### src/hw/rtl/lpc_pkg.sv
// ----------------------------------------------------------------------------
// Layer priority pixel compositor package
// Shared payload types, configuration layout and layer codes.
// ----------------------------------------------------------------------------
`default_nettype none

package lpc_pkg;

	localparam int COLOR_W    = 15;
	localparam int CHAN_W     = 5;
	localparam int CFG_ADDR_W = 2;
	localparam int CFG_DATA_W = 4;

	localparam logic [CHAN_W-1:0] CHAN_MASK = 5'h1f;

	// Configuration register indexes.
	localparam logic [CFG_ADDR_W-1:0] REG_BG_MODE    = 2'd0;
	localparam logic [CFG_ADDR_W-1:0] REG_MODE1_HIGH = 2'd1;
	localparam logic [CFG_ADDR_W-1:0] REG_BRIGHTNESS = 2'd2;

	// Background modes.
	localparam logic [2:0] MODE_0 = 3'd0;
	localparam logic [2:0] MODE_1 = 3'd1;
	localparam logic [2:0] MODE_2 = 3'd2;
	localparam logic [2:0] MODE_3 = 3'd3;
	localparam logic [2:0] MODE_4 = 3'd4;
	localparam logic [2:0] MODE_5 = 3'd5;
	localparam logic [2:0] MODE_6 = 3'd6;

	localparam logic [2:0] RESET_BG_MODE    = MODE_0;
	localparam logic       RESET_MODE1_HIGH = 1'b0;
	localparam logic [3:0] RESET_BRIGHTNESS = 4'd15;

	// Layer chosen by the priority logic.
	localparam logic [2:0] PICK_BG1  = 3'd0;
	localparam logic [2:0] PICK_BG2  = 3'd1;
	localparam logic [2:0] PICK_BG3  = 3'd2;
	localparam logic [2:0] PICK_BG4  = 3'd3;
	localparam logic [2:0] PICK_OBJ  = 3'd4;
	localparam logic [2:0] PICK_NONE = 3'd5;

	typedef struct packed {
		logic [COLOR_W-1:0] bg1_color;
		logic [COLOR_W-1:0] bg2_color;
		logic [COLOR_W-1:0] bg3_color;
		logic [COLOR_W-1:0] bg4_color;
		logic [COLOR_W-1:0] obj_color;
		logic [4:0]         opaque_mask;
		logic [3:0]         bg_high_prio;
		logic [1:0]         obj_prio;
	} pix_t;

	typedef struct packed {
		logic [COLOR_W-1:0] out_color;
		logic               is_backdrop;
	} res_t;

	typedef struct packed {
		logic [2:0] bg_mode;
		logic       mode1_bg3_high;
		logic [3:0] brightness;
	} cfg_t;

endpackage

`default_nettype wire

### src/hw/rtl/lpc_cfg_regs.sv
// ----------------------------------------------------------------------------
// Compositor configuration registers
// Write-only register file for mode, mode 1 option and brightness.
// ----------------------------------------------------------------------------
`default_nettype none

module lpc_cfg_regs (
	input  wire logic                              clk,
	input  wire logic                              arst_n,
	input  wire logic                              cfg_we,
	input  wire logic [lpc_pkg::CFG_ADDR_W-1:0]    cfg_addr,
	input  wire logic [lpc_pkg::CFG_DATA_W-1:0]    cfg_wdata,
	output lpc_pkg::cfg_t                          cfg
);

	lpc_pkg::cfg_t cfg_q;

	always_ff @(posedge clk or negedge arst_n) begin
		if (!arst_n) begin
			cfg_q.bg_mode        <= lpc_pkg::RESET_BG_MODE;
			cfg_q.mode1_bg3_high <= lpc_pkg::RESET_MODE1_HIGH;
			cfg_q.brightness     <= lpc_pkg::RESET_BRIGHTNESS;
		end else if (cfg_we) begin
			unique case (cfg_addr)
				lpc_pkg::REG_BG_MODE:    cfg_q.bg_mode        <= cfg_wdata[2:0];
				lpc_pkg::REG_MODE1_HIGH: cfg_q.mode1_bg3_high <= cfg_wdata[0];
				lpc_pkg::REG_BRIGHTNESS: cfg_q.brightness     <= cfg_wdata;
				default: begin
				end
			endcase
		end
	end

	assign cfg = cfg_q;

endmodule

`default_nettype wire

### src/hw/rtl/lpc_select.sv
// ----------------------------------------------------------------------------
// Compositor layer select
// Picks the front opaque layer for the mode and applies the brightness mask.
// ----------------------------------------------------------------------------
`default_nettype none

module lpc_select (
	input  wire lpc_pkg::pix_t pix,
	input  wire lpc_pkg::cfg_t cfg,
	output lpc_pkg::res_t      res
);

	logic [3:0] bgh;
	logic [3:0] bgl;
	logic [3:0] obj;
	logic [2:0] pick;
	logic [lpc_pkg::COLOR_W-1:0] color;
	logic [lpc_pkg::CHAN_W-1:0]  mask;

	// Opaque high, opaque low, and opaque sprite at each level.
	assign bgh = pix.opaque_mask[3:0] & pix.bg_high_prio;
	assign bgl = pix.opaque_mask[3:0] & ~pix.bg_high_prio;
	always_comb begin
		for (int k = 0; k < 4; k++) begin
			obj[k] = pix.opaque_mask[4] && (pix.obj_prio == 2'(k));
		end
	end

	always_comb begin
		pick = lpc_pkg::PICK_NONE;
		unique case (cfg.bg_mode) inside
			lpc_pkg::MODE_0: begin
				if      (obj[3]) pick = lpc_pkg::PICK_OBJ;
				else if (bgh[0]) pick = lpc_pkg::PICK_BG1;
				else if (bgh[1]) pick = lpc_pkg::PICK_BG2;
				else if (obj[2]) pick = lpc_pkg::PICK_OBJ;
				else if (bgl[0]) pick = lpc_pkg::PICK_BG1;
				else if (bgl[1]) pick = lpc_pkg::PICK_BG2;
				else if (obj[1]) pick = lpc_pkg::PICK_OBJ;
				else if (bgh[2]) pick = lpc_pkg::PICK_BG3;
				else if (bgh[3]) pick = lpc_pkg::PICK_BG4;
				else if (obj[0]) pick = lpc_pkg::PICK_OBJ;
				else if (bgl[2]) pick = lpc_pkg::PICK_BG3;
				else if (bgl[3]) pick = lpc_pkg::PICK_BG4;
			end
			lpc_pkg::MODE_1: begin
				if      (bgh[2] && cfg.mode1_bg3_high)  pick = lpc_pkg::PICK_BG3;
				else if (obj[3])                        pick = lpc_pkg::PICK_OBJ;
				else if (bgh[0])                        pick = lpc_pkg::PICK_BG1;
				else if (bgh[1])                        pick = lpc_pkg::PICK_BG2;
				else if (obj[2])                        pick = lpc_pkg::PICK_OBJ;
				else if (bgl[0])                        pick = lpc_pkg::PICK_BG1;
				else if (bgl[1])                        pick = lpc_pkg::PICK_BG2;
				else if (obj[1])                        pick = lpc_pkg::PICK_OBJ;
				else if (bgh[2] && !cfg.mode1_bg3_high) pick = lpc_pkg::PICK_BG3;
				else if (obj[0])                        pick = lpc_pkg::PICK_OBJ;
				else if (bgl[2])                        pick = lpc_pkg::PICK_BG3;
			end
			lpc_pkg::MODE_2, lpc_pkg::MODE_3, lpc_pkg::MODE_4, lpc_pkg::MODE_5: begin
				if      (bgh[0]) pick = lpc_pkg::PICK_BG1;
				else if (bgh[1]) pick = lpc_pkg::PICK_BG2;
				else if (bgl[0]) pick = lpc_pkg::PICK_BG1;
				else if (bgl[1]) pick = lpc_pkg::PICK_BG2;
			end
			lpc_pkg::MODE_6: begin
				if (pix.opaque_mask[0]) pick = lpc_pkg::PICK_BG1;
			end
			default: begin
				// Mode 7 has no layer order and always shows the backdrop.
				pick = lpc_pkg::PICK_NONE;
			end
		endcase
	end

	always_comb begin
		case (pick)
			lpc_pkg::PICK_BG1: color = pix.bg1_color;
			lpc_pkg::PICK_BG2: color = pix.bg2_color;
			lpc_pkg::PICK_BG3: color = pix.bg3_color;
			lpc_pkg::PICK_BG4: color = pix.bg4_color;
			lpc_pkg::PICK_OBJ: color = pix.obj_color;
			default:           color = '0;
		endcase
	end

	assign mask = {cfg.brightness, cfg.brightness[0]} & lpc_pkg::CHAN_MASK;

	assign res.out_color   = color & {mask, mask, mask};
	assign res.is_backdrop = (pick == lpc_pkg::PICK_NONE);

endmodule

`default_nettype wire

### src/hw/rtl/layer_priority_pixel_compositor_top.sv
// ----------------------------------------------------------------------------
// Layer priority pixel compositor
// Chooses the front opaque layer of one pixel position and dims it.
// ----------------------------------------------------------------------------
// Pipeline: an accepted request is held in the input register, passes the
// select logic and is loaded into the result register, which drives res; a
// stalled result side holds it there. Throughput: one request per cycle
// while the result side is not stalled.
// Reset: arst_n clears both stage valid flags and loads the configuration
// defaults (mode 0, mode 1 option off, brightness 15).
`default_nettype none

module layer_priority_pixel_compositor_top (
	input  wire logic                           clk,
	input  wire logic                           arst_n,
	// Pixel request channel.
	input  wire logic                           pix_valid,
	output logic                                pix_ready,
	input  wire lpc_pkg::pix_t                  pix,
	// Composited result channel.
	output logic                                res_valid,
	input  wire logic                           res_ready,
	output lpc_pkg::res_t                       res,
	// Configuration write port.
	input  wire logic                           cfg_we,
	input  wire logic [lpc_pkg::CFG_ADDR_W-1:0] cfg_addr,
	input  wire logic [lpc_pkg::CFG_DATA_W-1:0] cfg_wdata
);

	lpc_pkg::cfg_t cfg;
	lpc_pkg::pix_t pix_s1;
	logic          valid_s1;
	lpc_pkg::res_t res_comb;
	lpc_pkg::res_t res_s2;
	logic          valid_s2;
	logic          load_s2;
	logic          move_s1;

	// The user must write configuration only while the pipeline is empty, so
	// the select logic can read the live register values. The block does not enforce it.
	lpc_cfg_regs u_cfg (
		.clk       (clk),
		.arst_n    (arst_n),
		.cfg_we    (cfg_we),
		.cfg_addr  (cfg_addr),
		.cfg_wdata (cfg_wdata),
		.cfg       (cfg)
	);

	// The result register may take a new value when it is empty or when its
	// current result is being taken this cycle.
	assign load_s2   = !valid_s2 || res_ready;
	assign move_s1   = valid_s1 && load_s2;
	// The input register frees up whenever its content moves forward, so a
	// new request enters while an older result still waits downstream.
	assign pix_ready = !valid_s1 || load_s2;

	always_ff @(posedge clk or negedge arst_n) begin
		if (!arst_n) begin
			valid_s1 <= 1'b0;
		end else if (pix_ready) begin
			valid_s1 <= pix_valid;
		end
	end

	always_ff @(posedge clk) begin
		if (pix_valid && pix_ready) begin
			pix_s1 <= pix;
		end
	end

	// Priority select and brightness mask sit between the two registers.
	lpc_select u_select (
		.pix (pix_s1),
		.cfg (cfg),
		.res (res_comb)
	);

	always_ff @(posedge clk or negedge arst_n) begin
		if (!arst_n) begin
			valid_s2 <= 1'b0;
		end else if (load_s2) begin
			valid_s2 <= valid_s1;
		end
	end

	always_ff @(posedge clk) begin
		if (move_s1) begin
			res_s2 <= res_comb;
		end
	end

	assign res_valid = valid_s2;
	assign res       = res_s2;

endmodule

`default_nettype wire

### config.mk
export PLATFORM = sky130hd
export DESIGN_NAME = layer_priority_pixel_compositor_top
export DESIGN_NICKNAME = d
export VERILOG_FILES = /design/src/hw/rtl/lpc_pkg.sv /design/src/hw/rtl/lpc_cfg_regs.sv /design/src/hw/rtl/lpc_select.sv /design/src/hw/rtl/layer_priority_pixel_compositor_top.sv
export SDC_FILE = /design/constraint.sdc
export NUM_CORES = 1
export LEC_CHECK = 0
export ABC_AREA = 0
export ABC_CLOCK_PERIOD_IN_PS = 4800
export BUFFER_PORTS_ARGS = -buffer_cell sky130_fd_sc_hd__buf_2
export CAP_MARGIN = 10
export CORE_ASPECT_RATIO = 1.4
export CORE_MARGIN = 8
export CORE_UTILIZATION = 30
export DETAILED_ROUTE_END_ITERATION = 7
export HOLD_SLACK_MARGIN = 0.03
export PLACE_DENSITY = 0.6
export SLEW_MARGIN = 20
export SYNTH_ARGS = -nofsm -noshare
export SYNTH_HDL_FRONTEND = slang
export SYNTH_SLANG_ARGS = --single-unit
### constraint.sdc
create_clock -name clk -period 4.8 [get_ports clk]
set_input_delay 0.96 -clock clk [delete_from_list [all_inputs] [get_ports clk]]
set_output_delay 0.96 -clock clk [all_outputs]
set_load 0.05 [all_outputs]
; Word level (Yosys, flattened, before mapping)
; Index checks and enable logic that the tools add are counted.
[classes]
n_eq_ne = 16
mux = 30
bitwise = 4
reduce_logical = 21
[op_table]
columns = operator, count
row1 = $mux W3, 28
row2 = $pmux W15 S5, 1
row3 = $and A15 B15 Y15, 1
row4 = $eq A3 B3 Y1 const B, 5
row5 = $eq A3 B2 Y1 const B, 4
row6 = $pmux W3 S4, 1
row7 = $and A4 B4 Y4, 2
row8 = $logic_and A1 B1 Y1, 8
row9 = $eq A2 B2 Y1 const B, 3
row10 = $eq A3 B1 Y1 const B, 2
row11 = $logic_not A3 Y1, 2
row12 = $reduce_and A2 Y1, 3
row13 = $eq A2 B1 Y1 const B, 2
row14 = $logic_not A2 Y1, 2
row15 = $not A4 Y4, 1
row16 = $reduce_or A4 Y1, 1
row17 = $logic_not A1 Y1, 3
row18 = $logic_or A1 B1 Y1, 2
[word_totals]
reg_bits = 112
input_bits = 97
output_inout_bits = 18
word_cells = 86

; Depth between registers and ports, before layout
; Gate-level depths: netlist of the first run.
[depth]
ltp_word = 18
depth_mapped = 9
mapped_depth_nobuf = 6

; Hierarchy
; A second synthesis of the first run with hierarchy kept.
[hier_totals]
cells_unflattened = 280
area_unflattened_um2 = 4584.4
[by_module_without_submodules]
columns = mod, instances, cells_per_inst, area_per_inst_um2, seq_area_each_um2
row1 = layer_priority_pixel_compositor_top, 1, 110, 3166.8, 3113.0
row2 = lpc_select, 1, 151, 1076.0, 0.0
row3 = lpc_cfg_regs, 1, 19, 341.6, 205.2

; Least setup slack after synthesis of the first run
; Ideal clock, no wire load.
[synth_path]
path_kind = input-to-reg
start = input port res_ready
end = register pix_s1[0] (netlist name) (enable)
arrival_ps = 3497
path_slack_ps = 850
stages = 2
n_path_buf = 0
path_cell_list = nand3b_1 and2_1
[synth_between]
elab_chain_len = 3
[synth_lines]
columns = item, line
row1 = from (decl), layer_priority_pixel_compositor_top.sv:22  ; input wire logic res_ready,
row2 = $logic_or A1 B1 Y1, layer_priority_pixel_compositor_top.sv:52  ; assign load_s2 = !valid_s2 || res_ready;
row3 = $logic_or A1 B1 Y1, layer_priority_pixel_compositor_top.sv:56  ; assign pix_ready = !valid_s1 || load_s2;
row4 = $logic_and A1 B1 Y1, layer_priority_pixel_compositor_top.sv:67  ; if (pix_valid && pix_ready) begin
row5 = to (signal assigned), layer_priority_pixel_compositor_top.sv:68  ; pix_s1 <= pix;
row6 = to (decl), layer_priority_pixel_compositor_top.sv:31  ; lpc_pkg::pix_t pix_s1;
; No other way between the ends.
; A chain may end at the register's enable or synchronous reset.

==> flow_summary.json, run 1 <==
{
  "outcome": "complete, no violations",
  "tritoncts": "yes",
  "drtIter0Drc": 213,
  "io_buffers": 114,
  "grt_pass1_wl_um": 17800,
  "crit_cells": 6,
  "gp_congestion": 0.882,
  "num_vias": 2925,
  "routed-wl-met3_um": 585,
  "power_density_mw_per_mm2": 428,
  "finalCritPeriodShare_pct": 62.4,
  "hp-class": "in2async",
  "cp-end-kind": "flip-flop",
  "antenna_found_initial": 0,
  "synth-main-ff-cell": "edfxtp_1",
  "dieHeight_um": 160,
  "grt_usage_pct": 12.2,
  "clk_pin_slew_ps": 70,
  "num_antenna_cells": 0,
  "final_cell_mix": "buf_2 (114), edfxtp_1 (102), nand4_1 (31)",
  "initial_core_util_pct": 30.7,
  "worstPathArrival_ps": 3160,
  "slew_viol_final": 0,
  "overflow": 0,
  "path_cells": "a22oi_1, o22ai_1, o22ai_2, a311oi_4, o21ai_1, a41oi_1",
  "fin_worst_skew_ps": 5.80,
  "synth_area_mm2": 0.00445,
  "drive_gt1_share_pct": 38.7,
  "ys_seq_elements": 112,
  "crit_type": "reg2reg",
  "synth-simple-area-share_pct": 10.6,
  "ys_warn_count": 0,
  "maxUsedRoutingLayer": "met4",
  "synth.largest_area_cell": "edfxtp_1",
  "place_area_mm2": 0.00520,
  "wire_per_inst_um": 20.0,
  "cts_buffer_depth": 2,
  "drt-met1-wl_um": 4680,
  "synthXorXnorAreaFrac_pct": 0,
  "io_pins": 115,
  "via_per_inst": 5.05,
  "maxSlewHeadroom_pct": 33.7,
  "leakagePower_nw": 1.94,
  "p_int_w": 0.00171,
  "syn_to_final_growth_pct": 23.6,
  "power_frac_comb_pct": 18.1,
  "wl_um": 11600,
  "async_flop_share_pct": 8.93,
  "grt_pass1_vias": 3220,
  "wl_met2_um": 5960,
  "setup_violations": 0,
  "synth_compound_area_share_pct": 10.3,
  "synth.distinct_cells": 41,
  "finalWorstSetupSlack_ps": 1800,
  "syn-num-nets": 371,
  "grt_setup_unrepaired": "no",
  "power.total_w": 0.00236,
  "final_antenna_net_count": 0,
  "cts-resized-gates": 0,
  "tns_ps": 0,
  "cpLargestDelayFamily": "compound AO/OA/AOI/OAI gates",
  "nNetsFinal": 484,
  "rr_worst_depth": 6,
  "cts.htree.levels": 3,
  "fillers": 1369,
  "slowest_stage": "a311oi_4",
  "cts_made_buffers": 9,
  "clock-sinks": 112,
  "fp.dieArea_mm2": 0.0191,
  "cp.required_ps": 4970,
  "final_common_cell": "buf_2",
  "row_count": 52,
  "cp.buffers_inverters": 0,
  "ys_seq_area_share_pct": 74.5,
  "post_cts_buffers": 0,
  "dr.pass1.iters": 5,
  "syn_inst": 274,
  "cts_root_buffer": "clkbuf_16",
  "p_switching_w": 0.000647,
  "fmax_mhz": 334,
  "critical_path.max_fanout": 24,
  "pwr-share-clk_pct": 30.1,
  "finalInstanceArea_mm2": 0.00551,
  "worstSetupStartpointType": "flip-flop",
  "clk_latency_ps": 340,
  "coreArea_mm2": 0.0145,
  "synthTopCellsByArea": "edfxtp_1 (69%), nand4_1 (4.4%), dfrtp_1 (3.4%), a32oi_1 (3.3%), a41oi_1 (2.9%)",
  "hold_viol": 0,
  "synthMuxAreaShare_pct": 2.25,
  "drc": 0,
  "die_x_um": 119,
  "seqPwrFrac_pct": 51.8,
  "synth.top_cell.area_share_pct": 68.8,
  "ir_worst_vdd_mv": 0.168,
  "worst_pin_slew_ps": 995,
  "synth_fa_ha_area_share_pct": 0,
  "cap_violations": 0,
  "hold_buffers": 0,
  "synth_edf_count": 102,
  "synth_top_family_by_area": "simple AND/OR/NAND/NOR gates",
  "p_sw_share_pct": 27.5,
  "min_period_ps": 3000,
  "dp_hpwl_um": 8450,
  "place_ws_ps": 1750,
  "slowest_delay_ps": 880,
  "syn_area_per_cell_um2": 16.3,
  "grt_max_degree": 87
}
==> worst paths after layout <==
kind                       slack, ps            startpoint                  endpoint
max reg2reg                     1800   pix_s1[8]$_DFFE_PP_          res[6]$_DFFE_PP_
min                              470                arst_n     res_valid$_DFFE_PN0P_
min reg2reg                      490  valid_s1$_DFFE_PN0N_     res_valid$_DFFE_PN0P_
max in group asynchronous       4070                arst_n  u_cfg.cfg[0]$_DFFE_PN1P_
max                             1800   pix_s1[8]$_DFFE_PP_          res[6]$_DFFE_PP_
min in group clk                 490  valid_s1$_DFFE_PN0N_     res_valid$_DFFE_PN0P_
==> flip-flops by register name, indices dropped and copies added, names as in the netlist <==
| register | cells |
|---|---|
| pix_s1 | 86 |
| res | 16 |
| u_cfg.cfg | 8 |
| res_valid | 1 |
| valid_s1 | 1 |
==> per-layer routing <==
metal,vias to the layer above,global-route usage (%)
li1,1367,-
met1,1398,14.0
met2,135,20.8
met3,25,2.86
met4,0,5.83
met5,-,0
==> power by group through the flow <==
stage               Combinational, W  Clock [W]  Sequential [W]
global route                0.000457   0.000769         0.00123
global placement            0.000411          0         0.00124
finish                      0.000425   0.000710         0.00122
floorplan                   0.000232          0         0.00130
CTS                         0.000424   0.000733         0.00122
detailed placement          0.000423          0         0.00124
==> worst reg2reg max path: cells and delay by family, from the launching register on <==
family,cells,cell delay (ps)
AOI/OAI and AO/OA,6,2340
DFF,1,490
==> synthesized netlist by cell type (2+ instances only) <==
cell type and count:
edfxtp_1 102, nand4_1 31, nand2_1 18, a32oi_1 17, a41oi_1 15, mux2_2 8, nor2_1 8, clkbuf_1 6
dfrtp_1 6, nand3b_1 5, buf_6 4, dfstp_2 4, nand2b_1 4, buf_2 3, buf_4 3, nor3_1 3
o21ai_0 3, a221o_1 2, a22oi_1 2, and2_1 2, and3b_1 2, nand3_1 2, nor2b_1 2, nor3b_1 2
o21ai_1 2, o22ai_1 2, or3_1 2
==> cell type report <==
cell class / count / area [um2] / share of cell area, %
repair buffers: 118 / 621 / 11.3
multi-input cells: 145 / 1050 / 19.0
clock inverters: 3 / 45.0 / 0.818
clock buffers: 11 / 233 / 4.23
inverters: 1 / 3.75 / 0.0682
flip-flops and latches: 112 / 3320 / 60.3
well taps: 189 / 236 / 4.30
==> per-stage QoR <==
step                      instances  hold slack (ps)  utilization, %
after CTS                       578              467            37.7
after floorplan                 274              449               -
after global placement          564              468            35.8
after detailed placement        564              479            35.8
after global routing            579              478            37.9
final                           579              471            37.9
==> logic make-up (layout without fill, tap and decap cells) <==
family,Yosys count,in the layout
compound gates,52,52
buf+inv,17,133
flops,112,112
mux,9,9
simple gates,84,84
Power figures use the tool's default switching activity.
==> run 2: changes to the inputs <==
--- a/config.mk
+++ b/config.mk
@@ -6,7 +6,7 @@
 export NUM_CORES = 1
 export LEC_CHECK = 0
 export ABC_AREA = 0
-export ABC_CLOCK_PERIOD_IN_PS = 4800
+export ABC_CLOCK_PERIOD_IN_PS = 2500
 export BUFFER_PORTS_ARGS = -buffer_cell sky130_fd_sc_hd__buf_2
 export CAP_MARGIN = 10
 export CORE_ASPECT_RATIO = 1.4
@@ -14,7 +14,7 @@
 export CORE_UTILIZATION = 30
 export DETAILED_ROUTE_END_ITERATION = 7
 export HOLD_SLACK_MARGIN = 0.03
-export PLACE_DENSITY = 0.6
+export PLACE_DENSITY = 0.62
 export SLEW_MARGIN = 20
 export SYNTH_ARGS = -nofsm -noshare
 export SYNTH_HDL_FRONTEND = slang
==> constraint.sdc (replaced) <==
create_clock -name clk -period 2.5 [get_ports clk]
set_input_delay 0.5 -clock clk [delete_from_list [all_inputs] [get_ports clk]]
set_output_delay 0.5 -clock clk [all_outputs]
set_load 0.05 [all_outputs]
==> flow_summary.json, run 2 (synthesis gave the netlist of run 1 again) <==
{
  "outcome": "complete, no violations",
  "grt_setup_unrepaired": "yes",
  "drive_gt1_share_pct": 43.1,
  "fp.dieArea_mm2": 0.0191,
  "worst_pin_slew_ps": 623,
  "die_x_um": 119,
  "drt-met1-wl_um": 4810,
  "wl_met2_um": 6110,
  "grt_usage_pct": 12.3,
  "leakagePower_nw": 2.07,
  "rr_worst_depth": 6,
  "routed-wl-met3_um": 470,
  "hold_viol": 0,
  "cp.required_ps": 2670,
  "startpoint": "u_cfg.cfg[5]$_DFFE_PN0P_",
  "dr.pass1.iters": 5,
  "row_count": 52,
  "wl_um": 11700,
  "dieHeight_um": 160,
  "worstSetupStartpointType": "flip-flop",
  "multi_input_comb_area_mm2": 0.00109,
  "ir_worst_vdd_mv": 0.356,
  "worstPathArrival_ps": 2540,
  "hp-class": "in2reg",
  "num_antenna_cells": 0,
  "maxUsedRoutingLayer": "met4",
  "finalWorstSetupSlack_ps": 125,
  "final_antenna_net_count": 0,
  "tritoncts": "yes",
  "cap_violations": 0,
  "postLayoutCoreUtil_pct": 39.6,
  "fillers": 1328,
  "cts_buffer_depth": 2,
  "final_common_cell": "buf_2",
  "seq_area_mm2": 0.00332,
  "fin_worst_skew_ps": 8.64,
  "reg2reg_slack_ps": 120,
  "nNetsFinal": 505,
  "slew_viol_final": 0,
  "clock-sinks": 112,
  "drc": 0,
  "clk_pin_slew_ps": 70,
  "crit_end": "res[12]$_DFFE_PP_",
  "via_per_inst": 5.06,
  "io_buffers": 114,
  "largest_reg_flops": 86,
  "dp_hpwl_um": 8460,
  "critical_path.max_fanout": 15,
  "grt_pass1_wl_um": 18300,
  "cts_root_buffer": "clkbuf_16",
  "syn_to_final_growth_pct": 29.1,
  "io_pins": 115,
  "final_cell_mix": "buf_2 (114), edfxtp_1 (102), nand4_1 (31)",
  "crit_type": "reg2reg",
  "initial_core_util_pct": 30.7,
  "drtIter0Drc": 174,
  "finalCritPeriodShare_pct": 95.0,
  "grt_pass1_vias": 3375,
  "r2r_start": "u_cfg.cfg[5]$_DFFE_PN0P_",
  "cts.htree.levels": 3,
  "antenna_found_initial": 0,
  "grt_max_degree": 87,
  "regMostFlops": "pix_s1",
  "r2r_end": "res[12]$_DFFE_PP_",
  "cts_made_buffers": 9,
  "wire_per_inst_um": 19.4,
  "maxSlewHeadroom_pct": 58.5,
  "clk_latency_ps": 340,
  "cp-end-kind": "flip-flop",
  "place_ws_ps": -8.68,
  "gp_congestion": 0.837,
  "min_period_ps": 2380,
  "setup_violations": 0,
  "overflow": 0,
  "fmax_mhz": 421,
  "power_density_mw_per_mm2": 818,
  "coreArea_mm2": 0.0145,
  "num_vias": 3045
}
==> run 2: routing by layer <==
metal,GRT usage [%],vias up
met2,21.6,109
met5,0,-
met4,5.71,0
met3,3.00,22
met1,13.7,1502
li1,-,1412
==> run 2: final cells by class <==
class	count	area share, %
Sequential cell	112	57.7
Multi-Input combinational cell	145	18.9
Tap cell	189	4.11
Timing Repair Buffer	139	14.2
Clock inverter	5	0.979
Inverter	1	0.0653
Clock buffer	11	4.05
==> run 2: worst min-delay path by stage <==
| stage | endpoint | startpoint | cells past startpoint | slack (ps) |
|---|---|---|---|---|
| global placement | u_cfg.cfg[4]$_DFFE_PN0P_ | arst_n | 1 | 380 |
| detailed placement | u_cfg.cfg[5]$_DFFE_PN0P_ | arst_n | 1 | 380 |
| global route | pix_s1[54]$_DFFE_PP_ | pix[54] | 1 | 310 |
| floorplan | res_valid$_DFFE_PN0P_ | arst_n | 0 | 200 |
| finish | pix_s1[84]$_DFFE_PP_ | pix[84] | 1 | 330 |
| CTS | pix_s1[84]$_DFFE_PP_ | pix[84] | 1 | 320 |
==> run 2: repair_timing <==
item / CTS / global route
setup endpoints to repair: 10 / 15
hold endpoints to repair: 6 / 0
resized for setup: 2 / 7
hold buffers: 1 / 0
pin swaps: 0 / 2
setup buffers: 0 / 5
==> run 2: critical path: stages, from the launching register on <==
cell and delay [ps]:
dfrtp_2 470, or3_1 390, a221o_1 350, buf_4 170
a31oi_4 490, a32oi_1 110, a41oi_1 230
==> run 2: where the power goes <==
| group | total, W | internal [W] | switching [W] |
|---|---|---|---|
| Sequential | 0.00233 | 0.00225 | 0.0000816 |
| Clock | 0.00140 | 0.000779 | 0.000623 |
| Combinational | 0.000965 | 0.000366 | 0.000599 |
==> run 2: per-stage QoR <==
step,instances,hold WS [ps],area (um2),setup TNS [ps],power (W)
after global routing,602,314,5750,-50.5,0.00490
final,602,333,5750,0,0.00470
after detailed placement,580,384,5370,-8.68,0.00330
after floorplan,274,204,4460,0,0.00293
after global placement,580,377,5370,0,0.00328
after CTS,597,318,5680,0,0.00472
